==> config.mk <==
export PLATFORM = sky130hd
export DESIGN_NAME = range_heading_proportional_steer_top_flat
export DESIGN_NICKNAME = d
export VERILOG_FILES = /design/src/hdl/rhps_pkg.sv /design/src/hdl/rhps_in_if.sv /design/src/hdl/rhps_out_if.sv /design/src/hdl/range_heading_proportional_steer_top.sv /design/src/hdl/rhps_sat.sv /design/src/flat_wrapper.sv
export SDC_FILE = /design/constraint.sdc
export NUM_CORES = 2
export LEC_CHECK = 0
export ABC_AREA = 1
export CORE_AREA = 2 2 283 285
export DETAILED_ROUTE_END_ITERATION = 12
export DIE_AREA = 0 0 285 287
export DONT_BUFFER_PORTS = 1
export GPL_ROUTABILITY_DRIVEN = 1
export PLACE_DENSITY_LB_ADDON = 0.08
export RECOVER_POWER = 100
export SLEW_MARGIN = 20
export SYNTH_ARGS = -nofsm -noshare
export SYNTH_HDL_FRONTEND = slang
export SYNTH_HIERARCHICAL = 1
export SYNTH_SLANG_ARGS = --single-unit
==> constraint.sdc <==
create_clock -name clk -period 12.1 [get_ports clk]
set_clock_uncertainty 0.15 [all_clocks]
set_input_delay 1.21 -clock clk [delete_from_list [all_inputs] [get_ports clk]]
set_output_delay 1.21 -clock clk [all_outputs]
set_load 0.02 [all_outputs]
==> src/hdl/rhps_pkg.sv <==
`default_nettype none
package rhps_pkg;

  // Fixed widths of the request, result and configuration fields
  localparam int unsigned PulseW   = 16;
  localparam int unsigned RangeW   = 16;
  localparam int unsigned HeadingW = 12;
  localparam int unsigned GainW    = 16;
  localparam int unsigned CfgIdxW  = 3;

  // Internal arithmetic widths
  localparam int unsigned MerrW = RangeW + 1;       // 100 - range, signed
  localparam int unsigned HerrW = HeadingW + 1;     // wrapped heading error, signed
  localparam int unsigned ProdW = GainW + MerrW;    // widest product
  localparam int unsigned QuotW = ProdW - 8;        // product / 256
  localparam int unsigned ReqW  = QuotW + 1;        // center + quotient

  // Control constants
  localparam logic [RangeW-1:0]   SearchRange = 16'd1500;
  localparam logic [RangeW-1:0]   TargetRange = 16'd100;
  localparam logic [HeadingW-1:0] HalfTurn    = 12'd1800;
  localparam logic [HeadingW-1:0] FullTurn    = 12'd3600;

  // Configuration register indexes
  typedef enum logic [CfgIdxW-1:0] {
    CFG_MOT_MID      = 3'd0,
    CFG_MOT_LO       = 3'd1,
    CFG_MOT_HI       = 3'd2,
    CFG_SRV_MID      = 3'd3,
    CFG_SRV_LO       = 3'd4,
    CFG_SRV_HI       = 3'd5,
    CFG_MOTOR_GAIN   = 3'd6,
    CFG_SERVO_GAIN   = 3'd7
  } cfg_idx_t;

  typedef struct packed {
    logic [PulseW-1:0]       mot_mid;
    logic [PulseW-1:0]       mot_lo;
    logic [PulseW-1:0]       mot_hi;
    logic [PulseW-1:0]       srv_mid;
    logic [PulseW-1:0]       srv_lo;
    logic [PulseW-1:0]       srv_hi;
    logic signed [GainW-1:0] motor_gain;
    logic signed [GainW-1:0] servo_gain;
  } cfg_t;

  localparam cfg_t CfgReset = '{
    mot_mid:      16'd2765,
    mot_lo:       16'd2028,
    mot_hi:       16'd3502,
    srv_mid:      16'd2765,
    srv_lo:       16'd1659,
    srv_hi:       16'd3871,
    motor_gain:   -16'sd3494,
    servo_gain:   16'sd960
  };

  // Limits applied to one pulse channel
  typedef struct packed {
    logic [PulseW-1:0] center;
    logic [PulseW-1:0] lo;
    logic [PulseW-1:0] hi;
    logic [PulseW-1:0] search_val;
  } lim_t;

endpackage
`default_nettype wire

==> src/hdl/rhps_in_if.sv <==
`default_nettype none
interface rhps_in_if;
  logic        valid;
  logic        ready;
  logic [15:0] range_cm;
  logic [11:0] heading_tenths;
  logic        motor_stop;
  logic        steer_center;

  modport source (output valid, output range_cm, output heading_tenths,
                  output motor_stop, output steer_center, input ready);
  modport sink   (input valid, input range_cm, input heading_tenths,
                  input motor_stop, input steer_center, output ready);
endinterface
`default_nettype wire

==> src/hdl/rhps_out_if.sv <==
`default_nettype none
interface rhps_out_if;
  logic        valid;
  logic        ready;
  logic [15:0] motor_pulse;
  logic [15:0] servo_pulse;
  logic        searching;

  modport source (output valid, output motor_pulse, output servo_pulse,
                  output searching, input ready);
  modport sink   (input valid, input motor_pulse, input servo_pulse,
                  input searching, output ready);
endinterface
`default_nettype wire

==> src/hdl/range_heading_proportional_steer_top.sv <==
`default_nettype none
// Proportional speed and steering controller with saturation.
//
// in_if carries one request: range in cm, compass heading in tenths of a
// degree and two override switches. out_if returns one result per request:
// motor and servo pulse widths and the search flag. Both channels use a
// valid/ready handshake; a request moves on a rising edge with both high.
// The cfg port writes one of eight 16-bit registers at each edge with
// cfg_we high (cfg_idx selects it); write only while the block is empty.
//
// Pipeline: three registers (input, product, result). An accepted request
// passes the input, product and result registers in turn to out_if.
// Throughput: one request per cycle unless out_if.ready is held low; the
// gain multipliers between the input and product registers set the clock period.
// Reset clears all pipeline valid flags and loads the default gains and
// pulse limits. When the receiver holds out_if.ready low, the result is
// held and the upstream stages keep filling until all three are occupied,
// after which in_if.ready drops.
module range_heading_proportional_steer_top (
  input  wire logic                         clk,
  input  wire logic                         rst_n,
  rhps_in_if.sink                           in_if,
  rhps_out_if.source                        out_if,
  input  wire logic                         cfg_we,
  input  wire logic [rhps_pkg::CfgIdxW-1:0] cfg_idx,
  input  wire logic [rhps_pkg::PulseW-1:0]  cfg_data
);
  import rhps_pkg::*;

  cfg_t cfg_r, cfg_nxt;

  // input stage
  logic                a_v_r, a_v_nxt;
  logic [RangeW-1:0]   a_range_r;
  logic [HeadingW-1:0] a_heading_r;
  logic                a_mstop_r, a_scenter_r;

  // product stage
  logic                    b_v_r, b_v_nxt;
  logic signed [ProdW-1:0] b_mprod_r, b_sprod_r;
  logic                    b_search_r, b_mstop_r, b_scenter_r;

  // result stage
  logic              o_v_r, o_v_nxt;
  logic [PulseW-1:0] o_motor_r, o_servo_r;
  logic              o_search_r;

  logic en_o, en_b, en_a;
  logic signed [MerrW-1:0] merr;
  logic signed [HerrW-1:0] herr_wrap, herr;
  logic                    search;
  logic [PulseW-1:0]       motor_pulse, servo_pulse;
  lim_t                    motor_lim, servo_lim;

  // Configuration writes
  always_comb begin
    cfg_nxt = cfg_r;
    if (cfg_we) begin
      unique case (cfg_idx_t'(cfg_idx))
        CFG_MOT_MID:      cfg_nxt.mot_mid      = cfg_data;
        CFG_MOT_LO:       cfg_nxt.mot_lo       = cfg_data;
        CFG_MOT_HI:       cfg_nxt.mot_hi       = cfg_data;
        CFG_SRV_MID:      cfg_nxt.srv_mid      = cfg_data;
        CFG_SRV_LO:       cfg_nxt.srv_lo       = cfg_data;
        CFG_SRV_HI:       cfg_nxt.srv_hi       = cfg_data;
        CFG_MOTOR_GAIN:   cfg_nxt.motor_gain   = $signed(cfg_data);
        CFG_SERVO_GAIN:   cfg_nxt.servo_gain   = $signed(cfg_data);
        default:          cfg_nxt = cfg_r;
      endcase
    end
  end

  always_ff @(posedge clk) begin
    if (!rst_n) begin
      cfg_r <= CfgReset;
    end else begin
      cfg_r <= cfg_nxt;
    end
  end

  // Stage enables: a stage advances when it is empty or the next one advances
  assign en_o = !o_v_r || out_if.ready;
  assign en_b = !b_v_r || en_o;
  assign en_a = !a_v_r || en_b;
  assign in_if.ready = en_a;

  assign a_v_nxt = en_a ? in_if.valid : a_v_r;
  assign b_v_nxt = en_b ? a_v_r : b_v_r;
  assign o_v_nxt = en_o ? b_v_r : o_v_r;

  always_ff @(posedge clk) begin
    if (!rst_n) begin
      a_v_r <= 1'b0;
      b_v_r <= 1'b0;
      o_v_r <= 1'b0;
    end else begin
      a_v_r <= a_v_nxt;
      b_v_r <= b_v_nxt;
      o_v_r <= o_v_nxt;
    end
  end

  // Capture the request
  always_ff @(posedge clk) begin
    if (en_a) begin
      a_range_r   <= in_if.range_cm;
      a_heading_r <= in_if.heading_tenths;
      a_mstop_r   <= in_if.motor_stop;
      a_scenter_r <= in_if.steer_center;
    end
  end

  // Range and heading errors
  always_comb begin
    search = a_range_r > SearchRange;
    merr   = $signed({1'b0, TargetRange}) - $signed({1'b0, a_range_r});
    if (a_heading_r > HalfTurn) begin
      herr_wrap = $signed({1'b0, FullTurn}) - $signed({1'b0, a_heading_r});
    end else begin
      herr_wrap = -$signed({1'b0, a_heading_r});
    end
    herr = (a_range_r < TargetRange) ? -herr_wrap : herr_wrap;
  end

  // Multiply errors by gains
  always_ff @(posedge clk) begin
    if (en_b) begin
      b_mprod_r   <= ProdW'(cfg_r.motor_gain) * ProdW'(merr);
      b_sprod_r   <= ProdW'(cfg_r.servo_gain) * ProdW'(herr);
      b_search_r  <= search;
      b_mstop_r   <= a_mstop_r;
      b_scenter_r <= a_scenter_r;
    end
  end

  // Scale, clamp and override each channel
  always_comb begin
    motor_lim.center     = cfg_r.mot_mid;
    motor_lim.lo         = cfg_r.mot_lo;
    motor_lim.hi         = cfg_r.mot_hi;
    motor_lim.search_val = cfg_r.mot_hi;
    servo_lim.center     = cfg_r.srv_mid;
    servo_lim.lo         = cfg_r.srv_lo;
    servo_lim.hi         = cfg_r.srv_hi;
    servo_lim.search_val = cfg_r.srv_lo;
  end

  rhps_sat u_motor_sat (
    .prod         (b_mprod_r),
    .search       (b_search_r),
    .force_center (b_mstop_r),
    .lim          (motor_lim),
    .pulse        (motor_pulse)
  );

  rhps_sat u_servo_sat (
    .prod         (b_sprod_r),
    .search       (b_search_r),
    .force_center (b_scenter_r),
    .lim          (servo_lim),
    .pulse        (servo_pulse)
  );

  // Hold the result until taken
  always_ff @(posedge clk) begin
    if (en_o) begin
      o_motor_r  <= motor_pulse;
      o_servo_r  <= servo_pulse;
      o_search_r <= b_search_r;
    end
  end

  assign out_if.valid       = o_v_r;
  assign out_if.motor_pulse = o_motor_r;
  assign out_if.servo_pulse = o_servo_r;
  assign out_if.searching   = o_search_r;

  // Input stalls only when every stage is occupied
  a_full_stall: assert property (@(posedge clk) disable iff (!rst_n)
    !in_if.ready |-> (a_v_r && b_v_r && o_v_r))
    else $error("input stalled with a free stage");

  // A request in the input stage moves on when the product stage frees up
  a_adv: assert property (@(posedge clk) disable iff (!rst_n)
    (a_v_r && en_b) |=> b_v_r)
    else $error("request lost between input and product stages");

  // Search results drive the motor to max, or to min/center by clamp or override
  a_search_motor: assert property (@(posedge clk) disable iff (!rst_n)
    (o_v_r && o_search_r) |-> (o_motor_r == cfg_r.mot_hi ||
                               o_motor_r == cfg_r.mot_lo ||
                               o_motor_r == cfg_r.mot_mid))
    else $error("search mode motor pulse off limits");

  // Servo stays inside its limits unless forced to center, when srv_lo <= srv_hi
  a_servo_range: assert property (@(posedge clk) disable iff (!rst_n)
    (o_v_r && cfg_r.srv_lo <= cfg_r.srv_hi) |->
      ((o_servo_r >= cfg_r.srv_lo && o_servo_r <= cfg_r.srv_hi) ||
       o_servo_r == cfg_r.srv_mid))
    else $error("servo pulse outside limits");

endmodule
`default_nettype wire

==> src/hdl/rhps_sat.sv <==
`default_nettype none
module rhps_sat (
  input  wire logic signed [rhps_pkg::ProdW-1:0] prod,
  input  wire logic                              search,
  input  wire logic                              force_center,
  input  wire rhps_pkg::lim_t                    lim,
  output logic [rhps_pkg::PulseW-1:0]            pulse
);
  import rhps_pkg::*;

  logic signed [ProdW-1:0] biased;
  logic signed [QuotW-1:0] quot;
  logic signed [ReqW-1:0]  req;
  logic signed [ReqW-1:0]  lo_s;
  logic signed [ReqW-1:0]  hi_s;
  logic [PulseW-1:0]       clamped;

  // Divide by 256 rounding toward zero: bias negative products first
  always_comb begin
    biased = prod + (prod[ProdW-1] ? ProdW'(255) : ProdW'(0));
    quot   = biased[ProdW-1:8];
  end

  // Form the request: search value or center plus scaled error
  always_comb begin
    if (search) begin
      req = $signed({{(ReqW-PulseW){1'b0}}, lim.search_val});
    end else begin
      req = $signed({{(ReqW-PulseW){1'b0}}, lim.center}) + $signed({quot[QuotW-1], quot});
    end
  end

  // Clamp, max test first, then override to center
  always_comb begin
    lo_s = $signed({{(ReqW-PulseW){1'b0}}, lim.lo});
    hi_s = $signed({{(ReqW-PulseW){1'b0}}, lim.hi});
    priority if (req > hi_s) begin
      clamped = lim.hi;
    end else if (req < lo_s) begin
      clamped = lim.lo;
    end else begin
      clamped = req[PulseW-1:0];
    end
    pulse = force_center ? lim.center : clamped;
  end

endmodule
`default_nettype wire
==> src/flat_wrapper.sv <==
// flat-port wrapper written by rule: the top's interface ports become plain ports
module range_heading_proportional_steer_top_flat import rhps_pkg::*;
  (clk, rst_n, cfg_we, cfg_idx, cfg_data, in_if_valid, in_if_range_cm, in_if_heading_tenths, in_if_motor_stop, in_if_steer_center, in_if_ready, out_if_valid, out_if_motor_pulse, out_if_servo_pulse, out_if_searching, out_if_ready);
  rhps_in_if in_if_i ();
  rhps_out_if out_if_i ();
  input  wire logic clk;
  input  wire logic rst_n;
  input  wire logic cfg_we;
  input  wire logic [rhps_pkg::CfgIdxW-1:0] cfg_idx;
  input  wire logic [rhps_pkg::PulseW-1:0] cfg_data;
  input wire logic [$bits(in_if_i.valid)-1:0] in_if_valid;
  input wire logic [$bits(in_if_i.range_cm)-1:0] in_if_range_cm;
  input wire logic [$bits(in_if_i.heading_tenths)-1:0] in_if_heading_tenths;
  input wire logic [$bits(in_if_i.motor_stop)-1:0] in_if_motor_stop;
  input wire logic [$bits(in_if_i.steer_center)-1:0] in_if_steer_center;
  output wire logic [$bits(in_if_i.ready)-1:0] in_if_ready;
  output wire logic [$bits(out_if_i.valid)-1:0] out_if_valid;
  output wire logic [$bits(out_if_i.motor_pulse)-1:0] out_if_motor_pulse;
  output wire logic [$bits(out_if_i.servo_pulse)-1:0] out_if_servo_pulse;
  output wire logic [$bits(out_if_i.searching)-1:0] out_if_searching;
  input wire logic [$bits(out_if_i.ready)-1:0] out_if_ready;
  assign in_if_i.valid = in_if_valid;
  assign in_if_i.range_cm = in_if_range_cm;
  assign in_if_i.heading_tenths = in_if_heading_tenths;
  assign in_if_i.motor_stop = in_if_motor_stop;
  assign in_if_i.steer_center = in_if_steer_center;
  assign in_if_ready = in_if_i.ready;
  assign out_if_valid = out_if_i.valid;
  assign out_if_motor_pulse = out_if_i.motor_pulse;
  assign out_if_servo_pulse = out_if_i.servo_pulse;
  assign out_if_searching = out_if_i.searching;
  assign out_if_i.ready = out_if_ready;
  range_heading_proportional_steer_top u_core (.clk(clk), .rst_n(rst_n), .in_if(in_if_i), .out_if(out_if_i), .cfg_we(cfg_we), .cfg_idx(cfg_idx), .cfg_data(cfg_data));
endmodule
### Yosys cells after proc, flatten, opt, wreduce, memory -nomap -nowiden

Index checks and enable logic that the tools add are counted.

| cells by class | value |
|---|---|
| muxes and demuxes | 12 |
| $mul | 2 |
| equal/unequal tests | 7 |
| reduce and logical (&&, ||, !) cells | 15 |
| magnitude comparators | 7 |
| add/sub/neg operators | 8 |

Operators by type and width:

| kind | number |
|---|---|
| two-way mux 16 bit | 6 |
| adder 33 x 9 -> 33 bit | 2 |
| adder 17 x 25 -> 26 bit | 2 |
| greater-than comparator 26 x 17 -> 1 bit | 2 |
| less-than comparator 26 x 17 -> 1 bit | 2 |
| two-way mux 26 bit | 2 |
| multiplier 16 x 17 -> 33 bit | 1 |
| multiplier 16 x 13 -> 29 bit | 1 |
| two-way mux 13 bit | 2 |
| subtractor 7 x 16 -> 17 bit (first input constant) | 1 |
| greater-than comparator 16 x 11 -> 1 bit (second input constant) | 1 |
| less-than comparator 16 x 7 -> 1 bit (second input constant) | 1 |
| two-way mux 8 bit | 2 |
| AND reduction 2 bit | 8 |
| negation 12 -> 13 bit | 1 |
| negation 13 bit | 1 |
| subtractor 12 x 12 -> 13 bit (first input constant) | 1 |
| == test 3 bit (second input constant) | 4 |
| greater-than comparator 12 x 11 -> 1 bit (second input constant) | 1 |
| == test 3 x 2 -> 1 bit (second input constant) | 2 |
| == test 3 x 1 -> 1 bit (second input constant) | 1 |
| zero test 1 bit | 3 |
| zero test 3 bit | 1 |
| logical OR 1 bit | 3 |

| storage, ports and cells | value |
|---|---|
| bits of input ports | 54 |
| register bits after elaboration | 263 |
| logic and storage cells | 74 |
| output and inout port bits | 35 |

### Depth between registers and ports, before layout

| logic depth | value |
|---|---|
| depth after elaboration | 8 |
| gate-level depth with buffers | 42 |

### Modules after synthesis

The synthesis kept the hierarchy.

Modules (own cells, without submodules):

| module | cells an instance | times used | area each (µm²) |
|---|---|---|---|
| range_heading_proportional_steer_top | 3099 | 1 | 27395.0 |
| rhps_sat | 738 | 2 | 3857.4 |

### Worst setup path after synthesis

OpenSTA, ideal clock, no wires.

| timing | value |
|---|---|
| path kind | reg2reg |
| start point | reg u_core.a_heading_r[0] |
| end point | reg u_core.b_sprod_r[17], data pin |
| required time | 11.685 ns |
| path buffers | 2 |
| cell stages (with the launch flop) | 36 |
| arrival | 7.327 ns |
| path slack | 4.358 ns |
| library setup time | 0.265 ns |
| cells stage by stage | edfxtp_1 > buf_4 > inv_2 > ha_1 > nand2_1 > a2111oi_0 > o41ai_1 > ha_1 > inv_1 > nor2_1 > nand3_1 > nand3_1 > nand2_1 > nand3_1 > nor2_1 > nor2_1 > nand2_1 > nand2_2 > inv_2 > buf_4 > nand2_1 > fa_1 > fa_1 > inv_1 > fa_1 > fa_1 > fa_1 > inv_1 > fa_1 > inv_1 > ha_1 > a21oi_1 > o21ai_0 > a21oi_1 > o21ai_0 > xor2_1 |

| on the way | value |
|---|---|
| longest elaborated chain between the ends | 5 |

Ends and longest elaborated chain:

| element | line | RTL |
|---|---|---|
| start, declared | range_heading_proportional_steer_top.sv:35 | `logic [HeadingW-1:0] a_heading_r;` |
| start signal, assigned | range_heading_proportional_steer_top.sv:107 | `a_heading_r <= in_if.heading_tenths;` |
| negation 12 -> 13 bit (tied with other cells) | range_heading_proportional_steer_top.sv:120 | `herr_wrap = -$signed({1'b0, a_heading_r});` |
| two-way mux 13 bit (*) | range_heading_proportional_steer_top.sv:117 | `if (a_heading_r > HalfTurn) begin` |
| negation 13 bit | range_heading_proportional_steer_top.sv:122 | `herr = (a_range_r < TargetRange) ? -herr_wrap : herr_wrap;` |
| two-way mux 13 bit (*) | range_heading_proportional_steer_top.sv:122 |  |
| multiplier 16 x 13 -> 29 bit (*) | range_heading_proportional_steer_top.sv:129 | `b_sprod_r <= ProdW'(cfg_r.servo_gain) * ProdW'(herr);` |
| end signal, assigned | range_heading_proportional_steer_top.sv:129 |  |
| end, declared | range_heading_proportional_steer_top.sv:40 | `logic signed [ProdW-1:0] b_mprod_r, b_sprod_r;` |

Every way passes the cells marked *; elsewhere a longest branch is shown, timed or not.
A chain may end at the register's enable or synchronous reset.

### Final worst setup path

| timing | value |
|---|---|
| start point | reg u_core.a_range_r[0] |
| end point | reg u_core.b_sprod_r[27], data pin |

| on the way | value |
|---|---|
| longest elaborated chain between the ends | 3 |

Ends and longest elaborated chain:

| element | line | RTL |
|---|---|---|
| start, declared | range_heading_proportional_steer_top.sv:34 | `logic [RangeW-1:0] a_range_r;` |
| start signal, assigned | range_heading_proportional_steer_top.sv:106 | `a_range_r <= in_if.range_cm;` |
| less-than comparator 16 x 7 -> 1 bit | range_heading_proportional_steer_top.sv:122 |  |
| two-way mux 13 bit | range_heading_proportional_steer_top.sv:122 |  |
| multiplier 16 x 13 -> 29 bit | range_heading_proportional_steer_top.sv:129 |  |

No other way between the ends.

==> run_results.csv <==
group,metric,value,unit
floorplan,die_area,0.0818,mm²
synth,synth_edf_count,128,
sta,post-route-period-util,79.9,%
critical_path,r2r_start,"u_core/a_range_r[0]",
outcome,status,"complete, but fails checks",
sta,slew_headroom,-111,%
finish,fillers,7961,
critical_path,ff2ff_setup_slack,2440,ps
global_routing,grt_pass1_vias,29000,
synth,yosys.area.top_type,"fa_1",
critical_path,cp-end-kind,"flop",
clocking,cts_buffers,36,
critical_path,worstSetupStartpointType,"flop",
clocking,root_buffer,"clkbuf_16",
floorplan,initial_core_util,44.7,%
finish,drive_above_1_share,4.02,%
synth,yosysUniqueCellTypes,59,
placement,routabilityCongestion,0.901,
min_path,hold_start,"u_core/a_scenter_r",
sta,rsz0062_at_grt,"no",
clocking,htree_levels,2,
clocking,postCtsSetupBuffers,0,
placement,io_buffers,0,
routing,vias,28800,
synth,synth.most_common_cell,"nand2_1",
synth,netlist_area,0.0351,mm²
clocking,clock_latency,570,ps
synth,syn-num-nets,5374,
global_routing,track_usage,25.8,%
global_routing,grt_max_degree,127,
critical_path,arrival,9820,ps
critical_path,crit_type,"reg2reg",
clocking,cts_hold_buffers,0,
sta,setup-violations-final,0,
sta,min_period,9660,ps
synth,yosys_warnings,6,
clocking,clock_sinks,259,
routing,drt-initial-drc-count,2092,
sta,setup_tns,0,ps
synth,synthCells,4575,
critical_path,r2r-end,"u_core/b_sprod_r[27]",
floorplan,die_h,287,µm
routing,routedWlPerCell,18.5,µm
synth,synth_top_area_share,27.0,%
floorplan,rows,103,
synth,avgSynthCellArea,7.67,µm²
outcome,violations,"max-capacitance violations, max-slew violations",
routing,drcViolationCount,0,
min_path,worstHoldPathCells,0,
floorplan,die_w,285,µm
routing,drtPass1Iterations,6,
sta,hold_violations,0,
min_path,hold_path.class,"reg2reg",
routing,postRouteAntennaNets,0,
synth,synth_seq_cells,259,
finish,finalNetCount,5301,
floorplan,core,0.0786,mm²
global_routing,antenna_found_initial,6,
floorplan,ioPinCount,89,
synth,yosysSeqAreaShare,18.4,%
placement,place.detailed.hpwl,81500,µm
critical_path,r2r_cells,25,
clocking,postCtsResizedCells,0,
finish,area_growth,5.73,%
global_routing,grt_overflow,0,
sta,slew_violations,151,
routing,viasPerCell,5.16,
min_path,holdPathEnd,"u_core/b_scenter_r",
run,drv_cap,4,
sta,hold_slack,255,ps
synth,yosys-top-cells-area,"fa_1 (27%), edfxtp_1 (11%), nand2_1 (11%), inv_1 (9.7%), ha_1 (9.7%)",
sta,max_slew.worst_pin.slew,3170,ps
critical_path,crit_path_max_fanout,18,
critical_path,required,12260,ps
clocking,cts_tree,"built",
synth,synth-main-ff-cell,"dfxtp_1",
global_routing,grt_pass1_wl,164000,µm
sta,max_freq,103,MHz
routing,drt-total-wl,103000,µm
synth,synth_commonest_cells,"nand2_1 (1023), inv_1 (908), fa_1 (473)",
clocking,clock_path_buffers,3,
clocking,path_clk_slew,70,ps
synth,synthArstFlopShare,0,%
worst max-delay path, cell delays in order, from the launching register on:
cell	delay, ps
edfxtp_1	590
clkbuf_1	560
inv_1	180
ha_1	280
nand2_1	90
nor2_1	50
a31oi_1	1070
inv_1	420
nand2_1	150
nand2_1	190
nor2_1	590
fa_1	610
fa_1	890
inv_1	200
fa_1	510
fa_1	490
inv_1	50
fa_1	510
ha_1	360
ha_1	390
nand2_1	140
nor3_1	230
nor3b_1	290
nand2_1	80
o211ai_1	190
xor2_1	100
layout make-up:
cell class | instances | area, µm² | share of cell area (%)
multi-input combinational | 3248 | 24400 | 65.9
timing repair buffer | 18 | 90.1 | 0.243
clock buffer | 47 | 1020 | 2.76
tap | 1050 | 1310 | 3.54
sequential | 259 | 6470 | 17.4
clock inverter | 19 | 250 | 0.674
inverter | 939 | 3520 | 9.49
antenna | 2 | 5.00 | 0.0135
through the flow:
stage	setup WS (ps)	cells	instance area (µm²)	utilization, %
6_report	2440	5582	37100	47.2
3_5_place_dp	3000	5514	36000	45.7
4_1_cts	2990	5580	37200	47.4
3_3_place_gp	3170	5514	36000	45.7
2_1_floorplan	4360	4575	35100	-
5_1_grt	1630	5581	37100	47.2
routing by layer:
metal | global-route usage [%] | share of wire (%)
met4 | 8.55 | 3.4
met5 | 0 | 0.059
met3 | 5.93 | 7.6
met1 | 35.1 | 45
met2 | 40.5 | 44
cell families (layout without fill, tap and decap cells):
family | after synthesis | after routing | synth area share (%)
AOI/OAI and AO/OA | 414 | 414 | 6.51
xor gates and xnor gates | 91 | 91 | 2.27
other | 0 | 2 | 0
adders and majority gates | 745 | 745 | 36.7
DFF | 259 | 259 | 18.4
and+or+nand+nor | 1998 | 1998 | 24.3
buffers and inverters | 1068 | 1023 | 11.8
worst max path at each step:
stage	start	to	slack, ps
detailed placement	u_core/a_heading_r[0]	u_core/b_sprod_r[19]	3000
global placement	u_core/a_heading_r[0]	u_core/b_sprod_r[27]	3170
CTS	u_core/a_heading_r[0]	u_core/b_sprod_r[27]	2990
floorplan	u_core/a_heading_r[0]	u_core/b_sprod_r[17]	4360
global route	u_core/a_range_r[0]	u_core/b_sprod_r[27]	1630
finish	u_core/a_range_r[0]	u_core/b_sprod_r[27]	2440
state kept, by name (all words and copies together) (netlist names):
| name | cells |
|---|---|
| u_core/b_sprod_r | 29 |
| u_core/a_range_r | 16 |
| u_core/out_if.motor_pulse | 16 |
| u_core/b_mstop_r | 1 |
| u_core/out_if.servo_pulse | 16 |
| u_core/cfg_r | 128 |
| u_core/a_mstop_r | 1 |
| u_core/a_scenter_r | 1 |
| u_core/out_if.searching | 1 |
| u_core/b_mprod_r | 33 |
| u_core/b_scenter_r | 1 |
| u_core/out_if.valid | 1 |
| u_core/a_v_r | 1 |
| u_core/b_v_r | 1 |
| u_core/a_heading_r | 12 |
| u_core/b_search_r | 1 |
cells in the final DEF, fill, tap and decap left out, types with 11 or more instances in the layout:
| cell | netlist | final |
|---|---|---|
| xnor2_1 | 29 | 29 |
| nor3_1 | 25 | 25 |
| dfxtp_1 | 131 | 131 |
| or2_2 | 15 | 15 |
| nand2_1 | 1023 | 1027 |
| nor2_2 | 16 | 17 |
| inv_1 | 908 | 909 |
| nand2_2 | 32 | 29 |
| o21bai_1 | 14 | 14 |
| o21ai_0 | 159 | 159 |
| nand3_1 | 312 | 313 |
| edfxtp_1 | 128 | 128 |
| nor2_1 | 472 | 471 |
| a21oi_1 | 178 | 178 |
| inv_2 | 22 | 21 |
| nand3b_1 | 15 | 15 |
| clkbuf_1 | 98 | 17 |
| xor2_1 | 62 | 62 |
| clkbuf_16 | 0 | 38 |
| nand4_1 | 39 | 40 |
| fa_1 | 473 | 473 |
| a21o_1 | 11 | 11 |
| ha_1 | 272 | 272 |
Power is not shown: default switching activity piles up to over one toggle a cycle in this logic, so the estimate is an artifact.
